### config.mk
export PLATFORM = sky130hd
export DESIGN_NAME = emcu_cfg
export DESIGN_NICKNAME = d
export VERILOG_FILES = /design/src/sv/emcu_pkg.sv /design/src/sv/emcu_cfg.sv
export SDC_FILE = /design/constraint.sdc
export NUM_CORES = 1
export LEC_CHECK = 0
export BUFFER_PORTS_ARGS = -buffer_cell sky130_fd_sc_hd__clkbuf_2
export CAP_MARGIN = 20
export CORE_AREA = 2 2 142 179
export DETAILED_ROUTE_END_ITERATION = 16
export DIE_AREA = 0 0 144 181
export PLACE_DENSITY_LB_ADDON = 0.2
export SETUP_SLACK_MARGIN = 0.3
export SLEW_MARGIN = 0
export SYNTH_ARGS = -nofsm -noshare
export SYNTH_HDL_FRONTEND = slang
export SYNTH_SLANG_ARGS = --single-unit
### constraint.sdc
create_clock -name clk_i -period 1.4 [get_ports clk_i]
set_input_delay 0.28 -clock clk_i [delete_from_list [all_inputs] [get_ports clk_i]]
set_output_delay 0.28 -clock clk_i [all_outputs]
set_load 0.05 [all_outputs]
### src/sv/emcu_pkg.sv
`timescale 1ns / 1ps
package emcu_pkg;

  localparam int WORD_BITS = 32;
  localparam int FRAC_BITS = 24;
  localparam int CFG_BITS  = WORD_BITS - 1;
  localparam int NUM_BITS  = WORD_BITS + FRAC_BITS;
  localparam int DIV_STEPS = WORD_BITS;
  localparam int ADDR_BITS = 5;

  localparam logic signed [63:0] SMAX = (64'sd1 <<< (WORD_BITS - 1)) - 64'sd1;
  localparam logic signed [63:0] SMIN = -SMAX - 64'sd1;
  localparam logic signed [WORD_BITS-1:0] ONE = WORD_BITS'(64'sd1 <<< FRAC_BITS);

  typedef logic signed [WORD_BITS-1:0] word_t;
  typedef logic [CFG_BITS-1:0] cfgw_t;

  typedef enum logic [2:0] {
    REG_ALPHA = 3'd0,
    REG_DT    = 3'd1,
    REG_KK    = 3'd2,
    REG_A     = 3'd3,
    REG_B     = 3'd4,
    REG_EPS   = 3'd5,
    REG_M1    = 3'd6,
    REG_M2    = 3'd7
  } reg_idx_e;

  localparam cfgw_t RST_ALPHA = CFG_BITS'(0);
  localparam cfgw_t RST_DT    = CFG_BITS'(0);
  localparam cfgw_t RST_KK    = CFG_BITS'(134217728);
  localparam cfgw_t RST_A     = CFG_BITS'(1677722);
  localparam cfgw_t RST_B     = CFG_BITS'(1677722);
  localparam cfgw_t RST_EPS   = CFG_BITS'(167772);
  localparam cfgw_t RST_M1    = CFG_BITS'(1174405);
  localparam cfgw_t RST_M2    = CFG_BITS'(5033165);

  typedef struct packed {
    cfgw_t diffusion_gain;
    cfgw_t time_step;
    cfgw_t reaction_gain;
    cfgw_t threshold_a;
    cfgw_t recovery_offset_b;
    cfgw_t recovery_base_rate;
    cfgw_t recovery_gain_m1;
    cfgw_t recovery_denominator_m2;
  } cfg_t;

  typedef struct packed {
    word_t excitation_center;
    word_t excitation_north;
    word_t excitation_south;
    word_t excitation_west;
    word_t excitation_east;
    word_t recovery_now;
  } in_t;

  typedef struct packed {
    word_t excitation_next;
    word_t recovery_next;
    logic  range_fault;
  } out_t;

  // Payload that rides alongside the divider.
  typedef struct packed {
    word_t ex;
    word_t h;
    word_t r;
    logic  f;
  } side_t;

  typedef struct packed {
    logic  f;
    word_t v;
  } fx_t;

  function automatic word_t cfg_word(input cfgw_t x);
    return $signed({1'b0, x});
  endfunction

  function automatic fx_t fx_clip(input logic signed [63:0] x);
    fx_t res;
    res.f = 1'b0;
    if (x > SMAX) begin
      res.f = 1'b1;
      res.v = WORD_BITS'(SMAX);
    end else if (x < SMIN) begin
      res.f = 1'b1;
      res.v = WORD_BITS'(SMIN);
    end else begin
      res.v = WORD_BITS'(x);
    end
    return res;
  endfunction

  function automatic fx_t fx_add(input word_t a, input word_t b);
    logic signed [63:0] s;
    s = 64'(a) + 64'(b);
    return fx_clip(s);
  endfunction

  function automatic fx_t fx_sub(input word_t a, input word_t b);
    logic signed [63:0] s;
    s = 64'(a) - 64'(b);
    return fx_clip(s);
  endfunction

  // Floor of the product, scaled back by the fraction bits.
  function automatic fx_t fx_mul(input word_t a, input word_t b);
    logic signed [2*WORD_BITS-1:0] p;
    logic signed [63:0] s;
    p = a * b;
    s = 64'(p >>> FRAC_BITS);
    return fx_clip(s);
  endfunction

endpackage

### src/sv/emcu_cfg.sv
`timescale 1ns / 1ps
module emcu_cfg (
  input  logic                             clk_i,
  input  logic                             rst_ni,
  input  logic                             psel,
  input  logic                             penable,
  input  logic                             pwrite,
  input  logic [emcu_pkg::ADDR_BITS-1:0]   paddr,
  input  logic [31:0]                      pwdata,
  output logic [31:0]                      prdata,
  output logic                             pready,
  output emcu_pkg::cfg_t                   cfg_o
);

  emcu_pkg::cfg_t   cfg_q, cfg_d;
  emcu_pkg::cfgw_t  wval;
  emcu_pkg::cfgw_t  rval;
  emcu_pkg::reg_idx_e idx;

  assign idx    = emcu_pkg::reg_idx_e'(paddr[emcu_pkg::ADDR_BITS-1:2]);
  assign wval   = pwdata[emcu_pkg::CFG_BITS-1:0];
  assign pready = 1'b1;
  assign cfg_o  = cfg_q;

  always_comb begin
    cfg_d = cfg_q;
    if (psel && penable && pwrite) begin
      case (idx)
        emcu_pkg::REG_ALPHA: cfg_d.diffusion_gain          = wval;
        emcu_pkg::REG_DT:    cfg_d.time_step               = wval;
        emcu_pkg::REG_KK:    cfg_d.reaction_gain           = wval;
        emcu_pkg::REG_A:     cfg_d.threshold_a             = wval;
        emcu_pkg::REG_B:     cfg_d.recovery_offset_b       = wval;
        emcu_pkg::REG_EPS:   cfg_d.recovery_base_rate      = wval;
        emcu_pkg::REG_M1:    cfg_d.recovery_gain_m1        = wval;
        emcu_pkg::REG_M2:    cfg_d.recovery_denominator_m2 = wval;
        default:             cfg_d = cfg_q;
      endcase
    end
  end

  always_comb begin
    case (idx)
      emcu_pkg::REG_ALPHA: rval = cfg_q.diffusion_gain;
      emcu_pkg::REG_DT:    rval = cfg_q.time_step;
      emcu_pkg::REG_KK:    rval = cfg_q.reaction_gain;
      emcu_pkg::REG_A:     rval = cfg_q.threshold_a;
      emcu_pkg::REG_B:     rval = cfg_q.recovery_offset_b;
      emcu_pkg::REG_EPS:   rval = cfg_q.recovery_base_rate;
      emcu_pkg::REG_M1:    rval = cfg_q.recovery_gain_m1;
      emcu_pkg::REG_M2:    rval = cfg_q.recovery_denominator_m2;
      default:             rval = '0;
    endcase
    prdata = {1'b0, rval};
  end

  always_ff @(posedge clk_i or negedge rst_ni) begin
    if (!rst_ni) begin
      cfg_q.diffusion_gain          <= emcu_pkg::RST_ALPHA;
      cfg_q.time_step               <= emcu_pkg::RST_DT;
      cfg_q.reaction_gain           <= emcu_pkg::RST_KK;
      cfg_q.threshold_a             <= emcu_pkg::RST_A;
      cfg_q.recovery_offset_b       <= emcu_pkg::RST_B;
      cfg_q.recovery_base_rate      <= emcu_pkg::RST_EPS;
      cfg_q.recovery_gain_m1        <= emcu_pkg::RST_M1;
      cfg_q.recovery_denominator_m2 <= emcu_pkg::RST_M2;
    end else begin
      cfg_q <= cfg_d;
    end
  end

endmodule

* Word-level counts from Yosys, hierarchy flattened *
Cells that the tools add are included.

word-level totals
  register bits after elaboration = 248
  latch bits = 0
  memory bits (writable) = 0
  ROM bits = 0
  input port bits = 42
  output and inout bits = 281
  word-level logic and storage cells = 27
  memories kept = 0

operators by class
  add/sub/neg operators = 0
  multipliers = 0
  divide/modulo/power cells = 0
  $lt $le $gt $ge = 0
  equal/unequal tests = 7
  shift-type cells = 0
  muxes and demuxes = 1
  bitwise logic cells = 0
  reduce and logical (&&, ||, !) cells = 11

operators by type and width
  kind                                                 count
  case mux 31 bit (8 select lines)                     1
  AND reduction 2 bit                                  8
  equality test 3 bit, second input constant           4
  equality test 3 x 2 -> 1 bit, second input constant  2
  equality test 3 x 1 -> 1 bit, second input constant  1
  zero test 3 bit                                      1
  logical AND 1 bit                                    2

* Depth between registers and ports, before layout *
  word-level depth = 3
  mapped depth = 8
  depth with buffers taken out = 4

* Worst setup path after synthesis *
No wires, ideal clock.

  path type = input port to output port
  from = input paddr[3] in the netlist's numbering
  to = output prdata[22]
  data arrival time = 1.971 ns
  setup slack = -0.851 ns
  stages = 7
  path buffers = 3
  cell sequence = buf_4 buf_4 buf_4 mux2i_1 a211oi_1 a21oi_1 a21oi_1

on the way
  longest elaborated chain between the ends = 2
  elaborated cells on any way between the ends = 9
  those cells by class = 7 x eq/ne; 1 x mux; 1 x reduce/logical

RTL lines
  what                                         RTL line        RTL
  start, declared                              emcu_cfg.sv:8   input logic [emcu_pkg::ADDR_BITS-1:0] paddr,
  equality test 3 bit (tied with other cells)  emcu_cfg.sv:43  case (idx)
  case mux 31 bit (8 select lines) *           emcu_cfg.sv:43
  end, declared                                emcu_cfg.sv:10  output logic [31:0] prdata,

Mark *: on every way between the ends. The rest lies on a longest branch, timed or not.

* Worst setup path in the final report *
  from = register cfg_q (netlist bit cfg_o[144])
  to = output prdata[20]

on the way
  longest elaborated chain between the ends = 1

RTL lines
  what                              RTL line        RTL
  start, declared                   emcu_cfg.sv:15  emcu_pkg::cfg_t cfg_q, cfg_d;
  start signal, assigned            emcu_cfg.sv:68  cfg_q <= cfg_d;
  case mux 31 bit (8 select lines)  emcu_cfg.sv:43

No other way between the ends.

==> flow_summary.json <==
{
  "overflow": 0,
  "setup-tns-final_ns": -82.77,
  "r2r-end": "cfg_o[10]",
  "cp_max_fo": 2,
  "setup_viol_count_final": 447,
  "clk_latency_ns": 0.55,
  "synthAdderAreaFrac_pct": 0,
  "synth_compound_area_share_pct": 7.26,
  "fmax_mhz": 318,
  "vias": 12600,
  "wl_per_cell_um": 40.6,
  "crit_path_end_kind": "primary output",
  "initial_core_util_pct": 47.5,
  "drc": 0,
  "hp-start": "pwdata[3]",
  "synth.net_count": 940,
  "min_path_type": "in2reg",
  "io_pins": 323,
  "netlist_instances": 898,
  "io_buffers": 317,
  "slew_headroom_pct": 45.2,
  "layout_common_cells": "buf_6 (202), clkbuf_16 (192), dfrtp_1 (174)",
  "total_power_mw": 38.7,
  "drtIter0Drc": 1413,
  "grt_max_degree": 53,
  "startpoint": "cfg_o[144]",
  "critical_path_required_ns": 1.12,
  "path_clk_slew_ns": 0.07,
  "synth.area.mux_share_pct": 28.2,
  "syn_avg_cell_area_um2": 12.8,
  "area_delta_synth_final_pct": 103,
  "r2r_cells": 5,
  "rsz0062_at_grt": "yes",
  "dp_cells": 1717,
  "fillers": 393,
  "clk_path_buf_depth": 3,
  "cts_root_buffer": "clkbuf_16",
  "synth-xor-area-share_pct": 0,
  "final_common_cell": "buf_6",
  "hold_violations": 0,
  "post-route-period-util_pct": 224,
  "ir_drop_mv": 1.47,
  "core_um2": 24300,
  "period_needed_ns": 3.14,
  "final.setup.worst_slack_ns": -1.74,
  "nNetsFinal": 1531,
  "holdPathStages": 2,
  "drive_above_1_share_pct": 72.0,
  "grt_first_pass_wirelength_um": 84800,
  "design.die.area_um2": 26100,
  "vias_per_cell": 6.88,
  "status": "finished, violations left",
  "first_global_vias": 12600,
  "rrSetupSlack_ns": 0.14,
  "r2r-start": "cfg_o[10]",
  "antenna_found_initial": 4,
  "synth_cell_types": 37,
  "hpwl_um": 26100,
  "row_count": 64,
  "track_usage_pct": 44.3,
  "violations": "negative setup slack",
  "drt_first_pass_iters": 6,
  "start_kind": "flop",
  "gp_congestion": 0.847,
  "ys_ff_latch": 248,
  "instances_no_fill": 1839,
  "min_to": "cfg_o[3]",
  "synth_top_family_by_area": "multiplexers",
  "die_w_um": 144,
  "synth_simple_gate_area_share_pct": 6.37,
  "power.leakage_nw": 10.6,
  "power_density_nw_per_um2": 1650,
  "place_area_um2": 16300,
  "worst_slew_pin_slew_ns": 0.799,
  "drv_cap": 0,
  "htree_levels": 1,
  "die_h_um": 181,
  "yosysWarnings": 0,
  "final_cell_area_um2": 23400,
  "cts_buffers": 25,
  "arrival_ns": 2.86,
  "drv_slew": 0,
  "ant_nets": 0,
  "syn_area_um2": 11500,
  "largest_reg_flops": 248,
  "ys_seq_area_share_pct": 54.5,
  "finClkSkew_ns": 0,
  "cts_tree": "yes",
  "clock_sinks": 248,
  "critPathKind": "reg2out",
  "wirelength_um": 74600
}
## what timing repair did
action,in CTS,in global routing
hold buffers,1,0
setup endpoints to repair,495,527
buffers inserted,27,36
endpoints found under the hold margin,80,0
pin swaps,21,30
cloned,6,5
resized for setup,947,139
## metal layers
| metal | vias up | track usage [%] | part of all wire (%) |
|---|---|---|---|
| li1 | 4411 | - | - |
| met1 | 6169 | 49.3 | 30 |
| met2 | 1417 | 74.5 | 44 |
| met3 | 646 | 10.9 | 13 |
| met4 | 4 | 29.4 | 12 |
| met5 | - | 0 | 0.031 |
## worst max-delay path, cell delays in order (launching register included)
cell	delay (ns)
dfstp_2	0.58
mux2i_1	0.24
o21ai_1	0.66
nand2_1	0.39
a21oi_4	0.26
buf_8	0.16
## area by class of cell
class / instances / area, um2 / area share [%]
multi-input combinational: 573 / 6120 / 26.1
antenna: 2 / 5.00 / 0.0214
clock inverter: 7 / 66.3 / 0.283
tap: 330 / 413 / 1.76
clock buffer: 38 / 754 / 3.22
sequential: 248 / 6300 / 26.9
inverter: 10 / 37.5 / 0.160
timing repair buffer: 631 / 9730 / 41.5
## worst max-delay path by stage
stage | to | slack (ns)
floorplan | prdata[14] | -0.33
global placement | prdata[7] | -0.76
detailed placement | prdata[18] | -0.81
CTS | prdata[3] | -0.75
global route | prdata[20] | -1.65
finish | prdata[20] | -1.74
## synth_stat cells
| master | count | area share (%) |
|---|---|---|
| dfstp_2 | 56 | 13 |
| a211o_1 | 1 | 0.076 |
| a211oi_1 | 20 | 1.3 |
| mux2i_1 | 54 | 4.7 |
| mux2_1 | 68 | 6.6 |
| nand4_2 | 1 | 0.11 |
| a31oi_1 | 2 | 0.11 |
| nand2b_1 | 10 | 0.54 |
| nor2_4 | 2 | 0.20 |
| mux2_2 | 172 | 17 |
| nor2_1 | 40 | 1.3 |
| nor2_2 | 3 | 0.16 |
| nor3_2 | 1 | 0.087 |
| or3_1 | 1 | 0.054 |
| a22oi_1 | 1 | 0.065 |
| a311oi_1 | 1 | 0.076 |
| buf_2 | 21 | 0.91 |
| conb_1 | 2 | 0.065 |
| dfrtp_1 | 192 | 42 |
| nand3_1 | 21 | 0.91 |
| o21ai_0 | 29 | 1.3 |
| nor3_4 | 1 | 0.14 |
| buf_4 | 28 | 1.8 |
| a21oi_1 | 63 | 2.7 |
| inv_1 | 10 | 0.33 |
| nor2b_1 | 2 | 0.11 |
| clkbuf_1 | 14 | 0.46 |
| nor3b_1 | 21 | 1.4 |
| buf_1 | 4 | 0.13 |
| and3b_1 | 1 | 0.076 |
| nand4b_4 | 1 | 0.21 |
| o22ai_1 | 2 | 0.11 |
| a22o_1 | 8 | 0.61 |
| o22a_1 | 3 | 0.23 |
| nand2_1 | 32 | 1.0 |
| nand2_2 | 1 | 0.054 |
| a221oi_1 | 9 | 0.68 |
## cells by family (layout without fill, tap and decap cells)
family	count (synthesis)	in the layout
mux	294	294
flops	248	248
compound gates	139	139
simple gates	138	138
buf+inv	77	686
other cells	2	4
## through the flow
| stage | hold slack, ns | setup slack [ns] | util (%) |
|---|---|---|---|
| 2_1_floorplan | -0.0156 | -0.333 | - |
| 3_3_place_gp | 0.191 | -0.765 | 67.3 |
| 3_5_place_dp | 0.197 | -0.811 | 67.3 |
| 4_1_cts | 0.0696 | -0.749 | 93.1 |
| 5_1_grt | 0.100 | -1.65 | 96.5 |
| 6_report | 0.104 | -1.74 | 96.5 |
## power breakdown
group	total [mW]	internal, mW	leakage [nW]	switching (mW)
sequential	10.7	8.84	3.01	1.85
clock	7.36	3.91	0.411	3.45
combinational	20.6	9.87	7.21	10.8
Power figures use the tool's default switching activity.
